`config.mk`:
```
export PLATFORM = sky130hd
export DESIGN_NAME = utf32_to_utf8_encoder_top
export DESIGN_NICKNAME = d
export VERILOG_FILES = /design/src/utf8e_pkg.sv /design/src/utf8e_front.sv /design/src/utf8e_queue.sv /design/src/utf8e_back.sv /design/src/utf32_to_utf8_encoder_top.sv
export SDC_FILE = /design/constraint.sdc
export NUM_CORES = 1
export LEC_CHECK = 0
export BUFFER_PORTS_ARGS = -buffer_cell sky130_fd_sc_hd__buf_4
export CAP_MARGIN = 20
export CORE_UTILIZATION = 40
export DETAILED_ROUTE_END_ITERATION = 6
export GPL_TIMING_DRIVEN = 0
export SKIP_CTS_REPAIR_TIMING = 1
export SYNTH_ARGS = -nofsm -noshare
export SYNTH_HDL_FRONTEND = slang
export SYNTH_SLANG_ARGS = --single-unit
```
`constraint.sdc`:
```
create_clock -name aclk -period 3.25 [get_ports aclk]
set_input_delay 0.4875 -clock aclk [delete_from_list [all_inputs] [get_ports aclk]]
set_output_delay 0.4875 -clock aclk [all_outputs]
set_load 0.03 [all_outputs]
```
`src/utf8e_pkg.sv`:
```
// ----------------------------------------------------------------------------
// utf8e_pkg
// Shared types, codes and helpers for the UTF-32 to UTF-8 encoder.
// ----------------------------------------------------------------------------
package utf8e_pkg;

    // width of the per-buffer item counter (8 to 64)
    localparam int INDEX_BITS  = 32;
    // entries in the queue between front and back, power of two
    localparam int QUEUE_DEPTH = 4;
    localparam int QPTR_W      = $clog2(QUEUE_DEPTH);
    localparam int QCNT_W      = $clog2(QUEUE_DEPTH + 1);

    localparam int IN_TDATA_W  = 32;
    localparam int OUT_TDATA_W = 48;

    localparam logic [1:0] MODE_NONE    = 2'd0;
    localparam logic [1:0] MODE_PRECISE = 2'd1;
    localparam logic [1:0] MODE_AT_END  = 2'd2;
    localparam logic [1:0] MODE_RESET   = MODE_PRECISE;

    localparam logic [1:0] ST_OK        = 2'd0;
    localparam logic [1:0] ST_SURROGATE = 2'd1;
    localparam logic [1:0] ST_ABOVE_MAX = 2'd2;

    localparam logic [31:0] MAX_CODE_POINT = 32'h0010_FFFF;

    // one queued job: all results of one accepted word
    typedef struct packed {
        logic [3:0][7:0]  bytes;      // byte k in bytes[k]
        logic [1:0]       last_idx;   // number of results minus one
        logic             byte_valid; // 0 for a status-only result
        logic [1:0]       status;     // applies to the last result only
        logic [31:0]      index;
        logic             done;
    } job_t;

    typedef struct packed {
        logic push;
        job_t job;
    } push_t;

    function automatic logic [31:0] index_word(input logic [INDEX_BITS-1:0] v);
        logic [63:0] wide;
        wide = 64'(v);
        return wide[31:0];
    endfunction

endpackage

```
`src/utf8e_front.sv`:
```
// ----------------------------------------------------------------------------
// utf8e_front
// Accepts code points, tracks buffer state and builds at most one job per word.
// ----------------------------------------------------------------------------
module utf8e_front
    import utf8e_pkg::*;
(
    input  logic                  aclk,
    input  logic                  aresetn,
    input  logic                  s_tvalid,
    output logic                  s_tready,
    input  logic [IN_TDATA_W-1:0] s_tdata,
    input  logic                  s_tlast,
    input  logic                  cfg_valid,
    output logic                  cfg_ready,
    input  logic [1:0]            cfg_data,
    input  logic                  queue_full,
    output push_t                 push_out
);

    logic [1:0]            error_mode_reg, error_mode_next;
    logic [INDEX_BITS-1:0] item_count_reg, item_count_next;
    logic                  stopped_reg, stopped_next;
    logic [1:0]            stop_status_reg, stop_status_next;
    logic                  surrogate_seen_reg, surrogate_seen_next;

    logic                  accept;
    logic [31:0]           w;
    logic                  fits1, fits2, fits3;
    logic                  is_surr, above_max, checking, at_end;
    logic                  stop_now;
    logic [1:0]            stop_code;
    logic                  surr_flag;
    logic [INDEX_BITS-1:0] count_inc;
    logic [3:0][7:0]       enc;
    logic [1:0]            enc_last;

    assign s_tready  = !queue_full;
    assign cfg_ready = 1'b1;
    assign accept    = s_tvalid && s_tready;
    assign w         = s_tdata;

    assign fits1     = (w[31:7] == '0);
    assign fits2     = (w[31:11] == '0);
    assign fits3     = (w[31:16] == '0);
    // 0xD800 to 0xDFFF
    assign is_surr   = fits3 && (w[15:11] == 5'b11011);
    assign above_max = (w > MAX_CODE_POINT);
    assign checking  = (error_mode_reg != MODE_NONE);
    assign at_end    = (error_mode_reg == MODE_AT_END);

    always_comb begin
        stop_now  = 1'b0;
        stop_code = ST_OK;
        if (checking && is_surr && !at_end) begin
            stop_now  = 1'b1;
            stop_code = ST_SURROGATE;
        end else if (checking && above_max) begin
            stop_now  = 1'b1;
            stop_code = ST_ABOVE_MAX;
        end
    end

    assign surr_flag = surrogate_seen_reg || (is_surr && at_end);
    assign count_inc = item_count_reg + INDEX_BITS'(1);

    always_comb begin
        enc = '0;
        if (fits1) begin
            enc[0]   = w[7:0];
            enc_last = 2'd0;
        end else if (fits2) begin
            enc[0]   = {3'b110, w[10:6]};
            enc[1]   = {2'b10, w[5:0]};
            enc_last = 2'd1;
        end else if (fits3) begin
            enc[0]   = {4'b1110, w[15:12]};
            enc[1]   = {2'b10, w[11:6]};
            enc[2]   = {2'b10, w[5:0]};
            enc_last = 2'd2;
        end else begin
            // bits above the four-byte form fold into the lead byte
            enc[0]   = w[25:18] | 8'hF0;
            enc[1]   = {2'b10, w[17:12]};
            enc[2]   = {2'b10, w[11:6]};
            enc[3]   = {2'b10, w[5:0]};
            enc_last = 2'd3;
        end
    end

    always_comb begin
        error_mode_next     = cfg_valid ? cfg_data : error_mode_reg;
        item_count_next     = item_count_reg;
        stopped_next        = stopped_reg;
        stop_status_next    = stop_status_reg;
        surrogate_seen_next = surrogate_seen_reg;
        push_out            = '0;

        if (accept) begin
            if (stopped_reg) begin
                if (s_tlast) begin
                    push_out.push           = 1'b1;
                    push_out.job.status     = stop_status_reg;
                    push_out.job.index      = index_word(item_count_reg);
                    push_out.job.done       = 1'b1;
                end
            end else if (stop_now) begin
                push_out.push           = 1'b1;
                push_out.job.status     = stop_code;
                push_out.job.index      = index_word(item_count_reg);
                push_out.job.done       = 1'b1;
                stopped_next            = 1'b1;
                stop_status_next        = stop_code;
            end else begin
                push_out.push           = 1'b1;
                push_out.job.bytes      = enc;
                push_out.job.last_idx   = enc_last;
                push_out.job.byte_valid = 1'b1;
                push_out.job.done       = s_tlast;
                if (s_tlast) begin
                    push_out.job.status = surr_flag ? ST_SURROGATE : ST_OK;
                    push_out.job.index  = index_word(count_inc);
                end
                item_count_next         = count_inc;
                surrogate_seen_next     = surr_flag;
            end

            if (s_tlast) begin
                item_count_next     = '0;
                stopped_next        = 1'b0;
                stop_status_next    = ST_OK;
                surrogate_seen_next = 1'b0;
            end
        end
    end

    always_ff @(posedge aclk) begin
        if (!aresetn) begin
            error_mode_reg     <= MODE_RESET;
            item_count_reg     <= '0;
            stopped_reg        <= 1'b0;
            stop_status_reg    <= ST_OK;
            surrogate_seen_reg <= 1'b0;
        end else begin
            error_mode_reg     <= error_mode_next;
            item_count_reg     <= item_count_next;
            stopped_reg        <= stopped_next;
            stop_status_reg    <= stop_status_next;
            surrogate_seen_reg <= surrogate_seen_next;
        end
    end

endmodule

```
`src/utf8e_queue.sv`:
```
// ----------------------------------------------------------------------------
// utf8e_queue
// Short job queue that decouples the front from the byte emitter.
// ----------------------------------------------------------------------------
module utf8e_queue
    import utf8e_pkg::*;
(
    input  logic  aclk,
    input  logic  aresetn,
    input  push_t push_in,
    output logic  full,
    input  logic  pop,
    output logic  head_valid,
    output job_t  head_job
);

    job_t              mem_reg [QUEUE_DEPTH];
    logic [QPTR_W-1:0] wr_ptr_reg, wr_ptr_next;
    logic [QPTR_W-1:0] rd_ptr_reg, rd_ptr_next;
    logic [QCNT_W-1:0] count_reg, count_next;
    logic              do_push, do_pop;

    assign full       = (count_reg == QCNT_W'(QUEUE_DEPTH));
    assign head_valid = (count_reg != '0);
    assign head_job   = mem_reg[rd_ptr_reg];
    assign do_push    = push_in.push && !full;
    assign do_pop     = pop && head_valid;

    always_comb begin
        // pointers wrap on their own since the depth is a power of two
        wr_ptr_next = do_push ? wr_ptr_reg + QPTR_W'(1) : wr_ptr_reg;
        rd_ptr_next = do_pop ? rd_ptr_reg + QPTR_W'(1) : rd_ptr_reg;
        count_next  = count_reg;
        if (do_push && !do_pop) begin
            count_next = count_reg + QCNT_W'(1);
        end else if (do_pop && !do_push) begin
            count_next = count_reg - QCNT_W'(1);
        end
    end

    always_ff @(posedge aclk) begin
        if (!aresetn) begin
            wr_ptr_reg <= '0;
            rd_ptr_reg <= '0;
            count_reg  <= '0;
        end else begin
            wr_ptr_reg <= wr_ptr_next;
            rd_ptr_reg <= rd_ptr_next;
            count_reg  <= count_next;
        end
    end

    always_ff @(posedge aclk) begin
        if (do_push) begin
            mem_reg[wr_ptr_reg] <= push_in.job;
        end
    end

endmodule

```
`src/utf8e_back.sv`:
```
// ----------------------------------------------------------------------------
// utf8e_back
// Walks each queued job and drives one result word per cycle while m_tready is high.
// ----------------------------------------------------------------------------
module utf8e_back
    import utf8e_pkg::*;
(
    input  logic                   aclk,
    input  logic                   aresetn,
    input  logic                   head_valid,
    input  job_t                   head_job,
    output logic                   pop,
    output logic                   m_tvalid,
    input  logic                   m_tready,
    output logic [OUT_TDATA_W-1:0] m_tdata,
    output logic                   m_tlast,
    output logic                   m_tuser
);

    logic [1:0]  pos_reg, pos_next;
    logic        valid_reg, valid_next;
    logic [7:0]  byte_reg, byte_next;
    logic        bvalid_reg, bvalid_next;
    logic        last_reg, last_next;
    logic [1:0]  status_reg, status_next;
    logic [31:0] index_reg, index_next;
    logic        done_reg, done_next;

    logic        load;
    logic        at_last;

    assign load    = head_valid && (!valid_reg || m_tready);
    assign at_last = (pos_reg == head_job.last_idx);
    assign pop     = load && at_last;

    always_comb begin
        pos_next    = pos_reg;
        valid_next  = valid_reg && !m_tready;
        byte_next   = byte_reg;
        bvalid_next = bvalid_reg;
        last_next   = last_reg;
        status_next = status_reg;
        index_next  = index_reg;
        done_next   = done_reg;
        if (load) begin
            valid_next  = 1'b1;
            pos_next    = at_last ? 2'd0 : pos_reg + 2'd1;
            byte_next   = head_job.bytes[pos_reg];
            bvalid_next = head_job.byte_valid;
            last_next   = at_last;
            // buffer status rides on the final word of the job only
            status_next = at_last ? head_job.status : ST_OK;
            index_next  = at_last ? head_job.index : '0;
            done_next   = at_last && head_job.done;
        end
    end

    always_ff @(posedge aclk) begin
        if (!aresetn) begin
            pos_reg   <= 2'd0;
            valid_reg <= 1'b0;
        end else begin
            pos_reg   <= pos_next;
            valid_reg <= valid_next;
        end
    end

    always_ff @(posedge aclk) begin
        byte_reg   <= byte_next;
        bvalid_reg <= bvalid_next;
        last_reg   <= last_next;
        status_reg <= status_next;
        index_reg  <= index_next;
        done_reg   <= done_next;
    end

    assign m_tvalid = valid_reg;
    assign m_tlast  = last_reg;
    assign m_tuser  = bvalid_reg;
    assign m_tdata  = {5'd0, done_reg, index_reg, status_reg, byte_reg};

    // a status-only word always closes its job
    assert property (@(posedge aclk) disable iff (!aresetn)
        (valid_reg && !bvalid_reg) |-> last_reg)
        else $error("status-only word not marked last");

    // buffer report only on the last word of a job
    assert property (@(posedge aclk) disable iff (!aresetn)
        (valid_reg && done_reg) |-> last_reg)
        else $error("buffer done on a non-final word");

    // status and index are zero unless the buffer is reported
    assert property (@(posedge aclk) disable iff (!aresetn)
        (valid_reg && !done_reg) |-> (status_reg == ST_OK && index_reg == '0))
        else $error("status or index set without buffer done");

    // the walk stays inside the current job
    assert property (@(posedge aclk) disable iff (!aresetn)
        head_valid |-> (pos_reg <= head_job.last_idx))
        else $error("byte position past end of job");

endmodule

```
`src/utf32_to_utf8_encoder_top.sv`:
```
// ----------------------------------------------------------------------------
// utf32_to_utf8_encoder_top
// UTF-32 to UTF-8 encoder with selectable error checking.
// ----------------------------------------------------------------------------
// One code point is taken per word on the s_ side, and s_tlast marks the last
// code point of a buffer. The front takes a word in every cycle while its
// four-entry job queue has room; the back emits one result word per cycle
// while m_tready is high, so a code point yields 1 to 4 result words (its
// UTF-8 length, or one status-only word), and the byte emitter sets the
// sustained rate. A stopped buffer swallows words until its final one, which
// yields a single status word. error_mode is written through the cfg port
// (0 none, 1 precise, 2 surrogates reported at buffer end); the user must
// write it only while the block is idle (not enforced); it resets to precise.
// ----------------------------------------------------------------------------
module utf32_to_utf8_encoder_top
    import utf8e_pkg::*;
(
    input  logic                   aclk,
    input  logic                   aresetn,
    input  logic                   s_tvalid,
    output logic                   s_tready,
    input  logic [IN_TDATA_W-1:0]  s_tdata,   // [31:0] code_point
    input  logic                   s_tlast,   // end_of_buffer
    input  logic                   cfg_valid,
    output logic                   cfg_ready,
    input  logic [1:0]             cfg_data,  // error_mode
    output logic                   m_tvalid,
    input  logic                   m_tready,
    // [7:0] data_byte, [9:8] status, [41:10] error_index, [42] buffer_done
    output logic [OUT_TDATA_W-1:0] m_tdata,
    output logic                   m_tlast,   // last_of_run
    output logic                   m_tuser    // byte_valid
);

    push_t push;
    logic  queue_full;
    logic  pop;
    logic  head_valid;
    job_t  head_job;

    utf8e_front u_front (
        .aclk       (aclk),
        .aresetn    (aresetn),
        .s_tvalid   (s_tvalid),
        .s_tready   (s_tready),
        .s_tdata    (s_tdata),
        .s_tlast    (s_tlast),
        .cfg_valid  (cfg_valid),
        .cfg_ready  (cfg_ready),
        .cfg_data   (cfg_data),
        .queue_full (queue_full),
        .push_out   (push)
    );

    utf8e_queue u_queue (
        .aclk       (aclk),
        .aresetn    (aresetn),
        .push_in    (push),
        .full       (queue_full),
        .pop        (pop),
        .head_valid (head_valid),
        .head_job   (head_job)
    );

    utf8e_back u_back (
        .aclk       (aclk),
        .aresetn    (aresetn),
        .head_valid (head_valid),
        .head_job   (head_job),
        .pop        (pop),
        .m_tvalid   (m_tvalid),
        .m_tready   (m_tready),
        .m_tdata    (m_tdata),
        .m_tlast    (m_tlast),
        .m_tuser    (m_tuser)
    );

endmodule

```
==> results.json, run 1 <==
{
  "rrSetupSlack_ns": 0.11,
  "max_freq_mhz": 318.2,
  "crit_required_ns": 3.49,
  "initial_core_util": 0.4055,
  "wl_per_cell_microns": 22.62,
  "r2r_start": "u_front.item_count_reg[11]",
  "power.leakage_nw": 6.257,
  "ys.flop_type": "edfxtp_1",
  "critPathArrivalTime_ns": 3.39,
  "hold_path.class": "input port to flop",
  "fin_crit_sh": 0.9671,
  "antenna_cells": 0,
  "yosysSeqAreaShare": 0.6574,
  "ys_warn_count": 0,
  "ys_seq_elements": 359,
  "dp_hpwl_mm": 26.21,
  "mostFrequentLayoutCells": "309 x edfxtp_1, 96 x buf_4, 73 x mux4_2",
  "grt_pass1_wl_mm": 59.44,
  "grt_pass1_vias": 9953,
  "r2r_end": "u_queue.mem_reg[1][26]",
  "grt_max_degree": 47,
  "p_int_mw": 9.794,
  "slowest_stage": "or4_1",
  "holdWs_ns": 0.2238,
  "numCtsBuffers": 38,
  "post-route-cell-area_sq_mm": 0.01836,
  "seqPwrFrac": 0.435,
  "clk_latency_ns": 0.54,
  "clockBufferDepth": 3,
  "crit_chain": "buf_4 > or4_1 > o41ai_4 > o211ai_4 > inv_2 > buf_2 > o21ai_2 > a211oi_1",
  "nets": 1243,
  "place_area_sq_mm": 0.01710,
  "clk_pin_slew_ns": 0.06,
  "avgSynthCellArea_sq_um": 14.79,
  "postRouteAntennaNets": 0,
  "std_cell_rows": 72,
  "vias": 10070,
  "max_cap_violations": 0,
  "worst-path-max-fanout": 10,
  "clock-sinks": 359,
  "layout-drive-gt1-share": 0.2227,
  "cts_tree": "done",
  "hp-start": "cfg_data[0]",
  "p_switching_mw": 4.320,
  "cts_root_buffer": "clkbuf_16",
  "routabilityCongestion": 0.9109,
  "critPathTopFamily": "compound AO/OA/AOI/OAI gates",
  "synth.distinct_cells": 66,
  "portBuffers": 86,
  "largest_register_ffs": 264,
  "swShare": 0.3061,
  "finalPower_mw": 14.11,
  "ir_drop_v": 0.0004156,
  "die_y_microns": 199.7,
  "cts.htree.levels": 2,
  "syn_area_sq_mm": 0.01564,
  "fillers": 3409,
  "drt_iter0_drc": 1047,
  "final_common_cell": "edfxtp_1",
  "async_reset_ff_frac": 0,
  "fin_crit_ns": 3.143,
  "powerDensity_mw_per_mm2": 768.9,
  "area_growth_pct": 17.39,
  "drc": 0,
  "synth.area.top_cells": "edfxtp_1 59%, mux4_2 11%, dfxtp_1 6.4%, and3_1 2.3%, clkbuf_1 1.3%",
  "grt.total_usage": 0.2020,
  "path_buf_inv": 3,
  "ff2ff_path_depth": 6,
  "cp-end-kind": "flop",
  "totalWireLength_mm": 39.45,
  "outcome": "finished, final reports clean",
  "dr.pass1.iters": 5,
  "setup_tns_ns": 0,
  "worst_slew_pin_slew_ns": 1.006,
  "pwr-share-comb": 0.269,
  "hold_end": "u_front.error_mode_reg[0]",
  "synth_top_area_cell": "edfxtp_1",
  "finalSetupViolCount": 0,
  "overflow": 0,
  "hold_viol": 0,
  "maxSlewViolCount": 0,
  "slowest_delay_ns": 0.60,
  "die_w_microns": 199.7,
  "whs_path_depth": 3,
  "pwr-share-clk": 0.296,
  "vias_per_cell": 5.772,
  "synth_cells": 1057,
  "coreArea_sq_mm": 0.03856,
  "die_area_sq_mm": 0.03989,
  "slew_headroom": 0.3232,
  "grt_antenna_before_repair": 0,
  "synth_edf_count": 309,
  "synth_top_cell_area_share": 0.5934,
  "start_kind": "input port",
  "rsz0062_at_grt": "true",
  "io-pin-count": 93,
  "worstSetupPathType": "input port to flop",
  "fin_worst_skew_ns": 0.01821
}
[how the worst max path moves through the flow]
| stage | from | endpoint | depth (start not counted) |
|---|---|---|---|
| finish | s_tdata[24] | u_queue.mem_reg[2][46] | 8 |
| global route | u_front.stopped_reg | u_queue.mem_reg[3][67] | 8 |
| CTS | u_queue.count_reg[0] | u_queue.mem_reg[3][24] | 7 |
| detailed placement | s_tdata[24] | u_queue.mem_reg[0][24] | 7 |
| global placement | m_tready | u_queue.count_reg[2] | 11 |
| floorplan | m_tready | u_queue.count_reg[2] | 10 |
[worst register-to-register path: cells and delay by family (launching register included)]
kind / cells / cell delay, ns
flops: 1 / 0.30
buf+inv: 1 / 0.33
simple gates: 4 / 1.71
compound gates: 1 / 0.51
[Yosys cell counts (17+ instances only)]
cell	n
a211oi_1	17
clkbuf_1	56
nor4_1	20
dfxtp_1	50
mux4_2	73
nor2_1	37
edfxtp_1	309
nand4_1	28
and3_1	58
nor3_1	21
a21oi_1	28
o21ai_0	27
nand3_1	41
nand2_1	56
inv_1	22
[layer usage]
metal | GRT usage | share of wire
met1 | 0.2893 | 0.45
met2 | 0.3175 | 0.47
met3 | 0.02970 | 0.059
met4 | 0.06418 | 0.024
met5 | 0 | 0
[logic make-up after synthesis]
group	synth area share
muxes	0.1103
adders and majority gates	0.006081
other	0.0004803
AOI/OAI and AO/OA	0.07722
xor gates and xnor gates	0.003921
buffers and inverters	0.02881
and+or+nand+nor	0.1157
DFF	0.6574
[metrics by stage]
stage,setup WS [ns],cells,util
2_1_floorplan,0.2636,1061,-
3_3_place_gp,-0.8498,1665,0.4396
3_5_place_dp,-0.3810,1671,0.4435
4_1_cts,-0.2482,1741,0.4749
5_1_grt,-0.01866,1744,0.4761
6_report,0.1070,1744,0.4761
[final cells by class]
class,count,area [sq um],share of cell area
Inverter,24,90.09,0.004908
Multi-Input combinational cell,596,4959,0.2701
Sequential cell,359,10280,0.5601
Clock buffer,52,1044,0.05685
Clock inverter,18,165.2,0.008998
Timing Repair Buffer,95,803.3,0.04376
Buffer,82,366.6,0.01997
Tap cell,518,648.1,0.03531
[power groups by stage]
stage / registers (mW) / logic, mW / clock network, mW
3_5_place_dp: 6.24 / 3.85 / 0
6_report: 6.13 / 3.80 / 4.18
3_3_place_gp: 6.26 / 3.69 / 0
2_1_floorplan: 6.81 / 1.83 / 0
5_1_grt: 6.20 / 4.08 / 4.44
4_1_cts: 6.14 / 3.85 / 4.28
(Power assumes the default switching activity.)
==> run 2, diff against run 1 <==
BUFFER_PORTS_ARGS = not set   (was -buffer_cell sky130_fd_sc_hd__buf_4)
DONT_BUFFER_PORTS = 1   (was not set)
==> run 2 against run 1 <==
  * Register-to-register slack worse by 0.07 ns
  * Combinational power is 28% lower
  * Global-route usage is 0.29 points lower
  * First-iteration DRC count is 3.9% higher
  * Critical path type is now flop to flop
  * Critical endpoint is now u_queue.mem_reg[1][43]
  * Largest power group unchanged
==> results.json, run 2 (synthesized netlist as in run 1, its figures left out) <==
{
  "finalSetupViolCount": 0,
  "io-pin-count": 93,
  "dr.pass1.iters": 5,
  "coreArea_sq_mm": 0.03856,
  "crit_chain": "clkbuf_1 > clkinv_1 > and3_1 > o211ai_4 > buf_6 > clkbuf_1 > a21oi_1",
  "vias": 9708,
  "numCtsBuffers": 38,
  "wl_per_cell_microns": 23.64,
  "cts_root_buffer": "clkbuf_16",
  "start_kind": "flop",
  "initial_core_util": 0.4055,
  "portBuffers": 0,
  "clockBufferDepth": 3,
  "max_cap_violations": 0,
  "powerDensity_mw_per_mm2": 791.6,
  "crit_start": "u_front.stopped_reg",
  "layout-drive-gt1-share": 0.1693,
  "vias_per_cell": 5.855,
  "grt_antenna_before_repair": 1,
  "post-route-cell-area_sq_mm": 0.01787,
  "rsz0062_at_grt": "false",
  "slew_headroom": 0.2700,
  "worstSetupPathType": "flop to flop",
  "die_y_microns": 199.7,
  "die_w_microns": 199.7,
  "crit_top_cell": "clkbuf_1",
  "slowest_stage": "clkbuf_1",
  "postRouteAntennaNets": 0,
  "clk_latency_ns": 0.54,
  "power.leakage_nw": 5.936,
  "hold_path.class": "input port to flop",
  "drt_iter0_drc": 1088,
  "mostFrequentLayoutCells": "309 x edfxtp_1, 73 x mux4_2, 59 x clkbuf_1",
  "final_common_cell": "edfxtp_1",
  "fillers": 3420,
  "r2r_start": "u_front.stopped_reg",
  "cts_tree": "done",
  "clock-sinks": 359,
  "area_growth_pct": 14.32,
  "ir_drop_v": 0.0004007,
  "antenna_cells": 0,
  "slowest_delay_ns": 0.64,
  "fin_crit_ns": 3.211,
  "use_met2": 0.3000,
  "nets": 1157,
  "die_area_sq_mm": 0.03989,
  "grt_pass1_wl_mm": 58.44,
  "worst-path-max-fanout": 10,
  "critPathTopFamily": "buffers and inverters",
  "cp-end-kind": "flop",
  "grt_max_degree": 47,
  "hold_viol": 0,
  "use_met1": 0.2817,
  "largest_register_ffs": 264,
  "hp-start": "cfg_valid",
  "std_cell_rows": 72,
  "dp_hpwl_mm": 25.51,
  "grt_pass1_vias": 9432,
  "maxSlewViolCount": 0,
  "critPathArrivalTime_ns": 3.41,
  "clk_pin_slew_ns": 0.06,
  "totalWireLength_mm": 39.20,
  "overflow": 0,
  "top_usage_layer": "met2",
  "worst_slew_pin_slew_ns": 1.092,
  "cts.htree.levels": 2,
  "finalPower_mw": 14.15,
  "grt.total_usage": 0.1991,
  "routabilityCongestion": 0.9319,
  "grt_use_met3": 0.04203,
  "path_buf_inv": 4,
  "max_freq_mhz": 311.4,
  "crit_required_ns": 3.45,
  "fin_crit_sh": 0.9881,
  "outcome": "finished, final reports clean",
  "drc": 0,
  "fin_worst_skew_ns": 0.01992,
  "place_area_sq_mm": 0.01645
}
## run 2: changes by cell type in the layout (fill, tap and decap cells not counted), moves of 2 or more
cell        change
buf_4          -86
bufinv_16       +4
clkbuf_1        -2
clkbuf_16       +3
clkinv_1        -2
clkinvlp_4      -2
## run 2: where the power goes
part / leakage, nW / switching [mW] / internal [mW]
clock: 0.667 / 1.78 / 2.88
sequential: 3.30 / 0.797 / 5.97
combinational: 1.96 / 1.68 / 1.05
total: 5.94 / 4.26 / 9.89
## run 2: worst register-to-register path, cell delays in order (launching register included)
cell and delay [ns]:
dfxtp_1 0.31, clkbuf_1 0.39, clkinv_1 0.51, and3_1 0.37
o211ai_4 0.16, buf_6 0.22, clkbuf_1 0.65, a21oi_1 0.28
## run 2: area by class of cell
| class | instances | area (sq um) | area share |
|---|---|---|---|
| plain buffers | 82 | 365.4 | 0.02044 |
| clock buffers | 52 | 1107 | 0.06195 |
| clock inverters | 18 | 251.5 | 0.01407 |
| inverters | 24 | 90.09 | 0.005040 |
| multi-input cells | 596 | 4975 | 0.2783 |
| flip-flops and latches | 359 | 10280 | 0.5751 |
| well taps | 518 | 648.1 | 0.03626 |
| repair buffers | 9 | 157.7 | 0.008820 |
## run 2: final timing paths
check | end | cells past startpoint | slack (ns)
setup / recovery | u_queue.mem_reg[1][43] | 7 | 0.04
hold / removal | u_front.error_mode_reg[0] | 1 | 0.07
setup reg to reg | u_queue.mem_reg[1][43] | 7 | 0.04
hold reg to reg | u_front.surrogate_seen_reg | 2 | 0.50
## run 2: stage by stage
| step | std cells | setup TNS, ns | setup WS, ns | util | hold slack [ns] |
|---|---|---|---|---|---|
| 2_1_floorplan | 1061 | 0 | 0.2636 | - | 0.4411 |
| 3_3_place_gp | 1579 | -271.04 | -0.9116 | 0.4229 | 0.4617 |
| 3_5_place_dp | 1585 | -51.09 | -0.6579 | 0.4268 | 0.4849 |
| 4_1_cts | 1655 | -44.12 | -0.6923 | 0.4620 | 0.05634 |
| 5_1_grt | 1658 | 0 | 0.01042 | 0.4636 | 0.08020 |
| 6_report | 1658 | 0 | 0.03861 | 0.4636 | 0.06671 |
## run 2: layer usage
layer | vias up | wire length (microns)
met5 | - | 0
met2 | 377 | 17760
met1 | 4895 | 17170
met3 | 84 | 2891
li1 | 4352 | -
met4 | 0 | 1379
==> run 3, diff against run 2 <==
CORE_ASPECT_RATIO = 1.5   (was not set)
CORE_UTILIZATION = 32   (was 40)
==> run 3 against run 2 <==
  * Flip-flop and latch count did not move
  * Worst hold slack got worse by 0.042 ns
  * Setup slack improved by 0.084 ns
  * Via count rose by 0.69%
  * First-iteration DRC count fell by 14%
  * Count of clock-buffer cells in the layout fell by 18
  * Sequential share of layout area rose by 0.15 points
  * Non-clock buffer count rose by 1
  * Utilization fell by 9.2 points
  * Fmax rose by 2.7%
  * Total power fell by 3.1%
  * Critical path type unchanged
  * Largest power group unchanged
==> results.json, run 3 (synthesized netlist as in run 1, its figures left out) <==
{
  "crit_required_ns": 3.55,
  "slowest_delay_ns": 0.57,
  "grt_pass1_vias": 9871,
  "clock-sinks": 359,
  "cts.htree.levels": 1,
  "holdWs_ns": 0.02433,
  "drc": 0,
  "grt_pass1_wl_mm": 62.52,
  "place_area_sq_mm": 0.01662,
  "grt_max_degree": 52,
  "max_freq_mhz": 319.8,
  "outcome": "finished, final reports clean",
  "coreArea_sq_mm": 0.04794,
  "power.leakage_nw": 5.834,
  "die_w_microns": 182.5,
  "routabilityCongestion": 0.9187,
  "post-route-cell-area_sq_mm": 0.01783,
  "clockBufferDepth": 3,
  "slowest_stage": "dfxtp_1",
  "fin_worst_skew_ns": 0.01759,
  "io-pin-count": 93,
  "start_kind": "flop",
  "dp_hpwl_mm": 28.41,
  "cp-end-kind": "flop",
  "antenna_cells": 0,
  "portBuffers": 0,
  "clk_pin_slew_ns": 0.07,
  "postRouteAntennaNets": 0,
  "maxSlewViolCount": 0,
  "slew_headroom": 0.3630,
  "std_cell_rows": 98,
  "fillers": 4497,
  "largest_register_ffs": 264,
  "numCtsBuffers": 31,
  "crit_chain": "ha_1 > and3_1 > clkbuf_1 > nand4_1 > buf_4 > clkbuf_1 > nor3_1 > a31oi_1 > a31oi_1",
  "nets": 1151,
  "cts_root_buffer": "clkbuf_16",
  "vias_per_cell": 5.495,
  "rrSetupSlack_ns": 0.12,
  "critPathArrivalTime_ns": 3.42,
  "area_growth_pct": 14.02,
  "die_area_sq_mm": 0.04977,
  "final_common_cell": "edfxtp_1",
  "fin_crit_sh": 0.9622,
  "worst_slew_pin_slew_ns": 0.9520,
  "max_cap_violations": 0,
  "worstSetupPathType": "flop to flop",
  "cts_tree": "done",
  "finalSetupViolCount": 0,
  "die_y_microns": 272.7,
  "rsz0062_at_grt": "false",
  "dr.pass1.iters": 5,
  "clk_latency_ns": 0.58,
  "drt_iter0_drc": 933,
  "ir_drop_v": 0.0004392,
  "grt_antenna_before_repair": 0,
  "initial_core_util": 0.3261,
  "overflow": 0,
  "wl_per_cell_microns": 23.36,
  "powerDensity_mw_per_mm2": 769.0,
  "grt.total_usage": 0.1666,
  "hold_viol": 0,
  "multi_input_area_sq_mm": 0.004962,
  "setup_tns_ns": 0,
  "hold_path.class": "input port to flop",
  "worst-path-max-fanout": 10,
  "seqCellArea_sq_mm": 0.01028,
  "totalWireLength_mm": 41.55,
  "vias": 9775,
  "fin_crit_ns": 3.127,
  "mostFrequentLayoutCells": "309 x edfxtp_1, 73 x mux4_2, 55 x nand2_1",
  "layout-drive-gt1-share": 0.1683,
  "finalPower_mw": 13.71
}
## run 3: changes by cell type in the layout (fill, tap and decap cells not counted), moves of 3 or more
cell        change
clkbuf_8        -3
clkbuf_16      -10
clkinvlp_4      +3
clkbuf_1        -7
## run 3: worst paths after layout
| check | start | endpoint | depth (start not counted) |
|---|---|---|---|
| worst max-delay path | u_front.item_count_reg[0] | u_queue.mem_reg[1][21] | 9 |
| worst min-delay path | cfg_valid | u_front.error_mode_reg[0] | 1 |
| worst max register to register | u_front.item_count_reg[0] | u_queue.mem_reg[1][21] | 9 |
| worst min register to register | u_front.surrogate_seen_reg | u_front.surrogate_seen_reg | 2 |
## run 3: final cells by class
cell class / instances / share of cell area
Buffer: 81 / 0.02035
Clock buffer: 34 / 0.04470
Clock inverter: 24 / 0.01958
Inverter: 24 / 0.005264
Multi-Input combinational cell: 596 / 0.2783
Sequential cell: 359 / 0.5766
Tap cell: 650 / 0.04562
Timing Repair Buffer: 11 / 0.009545
## run 3: metal layers
layer	vias to the layer above	routed length (microns)	global-route usage
met5	-	0	0
met4	0	1738	0.07541
met3	89	1737	0.01812
met2	309	22380	0.3114
met1	5039	15690	0.1890
li1	4338	-	-
## run 3: worst max-delay path, delay by kind of cell, from the launching register on
kind	cells	cell delay (ns)
DFF	1	0.57
AOI/OAI and AO/OA	2	0.59
and+or+nand+nor	3	0.56
adders and majority gates	1	0.34
buffers and inverters	3	0.77
## run 3: metrics by stage
step / worst slack (ns) / cells / util
after floorplan: 0.2636 / 1061 / -
after global placement: -1.073 / 1711 / 0.3435
after detailed placement: -0.6719 / 1718 / 0.3468
after CTS: -0.7014 / 1776 / 0.3707
after global routing: 0.02657 / 1779 / 0.3719
final: 0.1229 / 1779 / 0.3719
## run 3: power by group
part	total, mW	internal [mW]	switching, mW
registers	6.77	5.96	0.815
clock network	4.19	2.43	1.76
logic	2.75	1.05	1.70
total	13.7	9.44	4.27
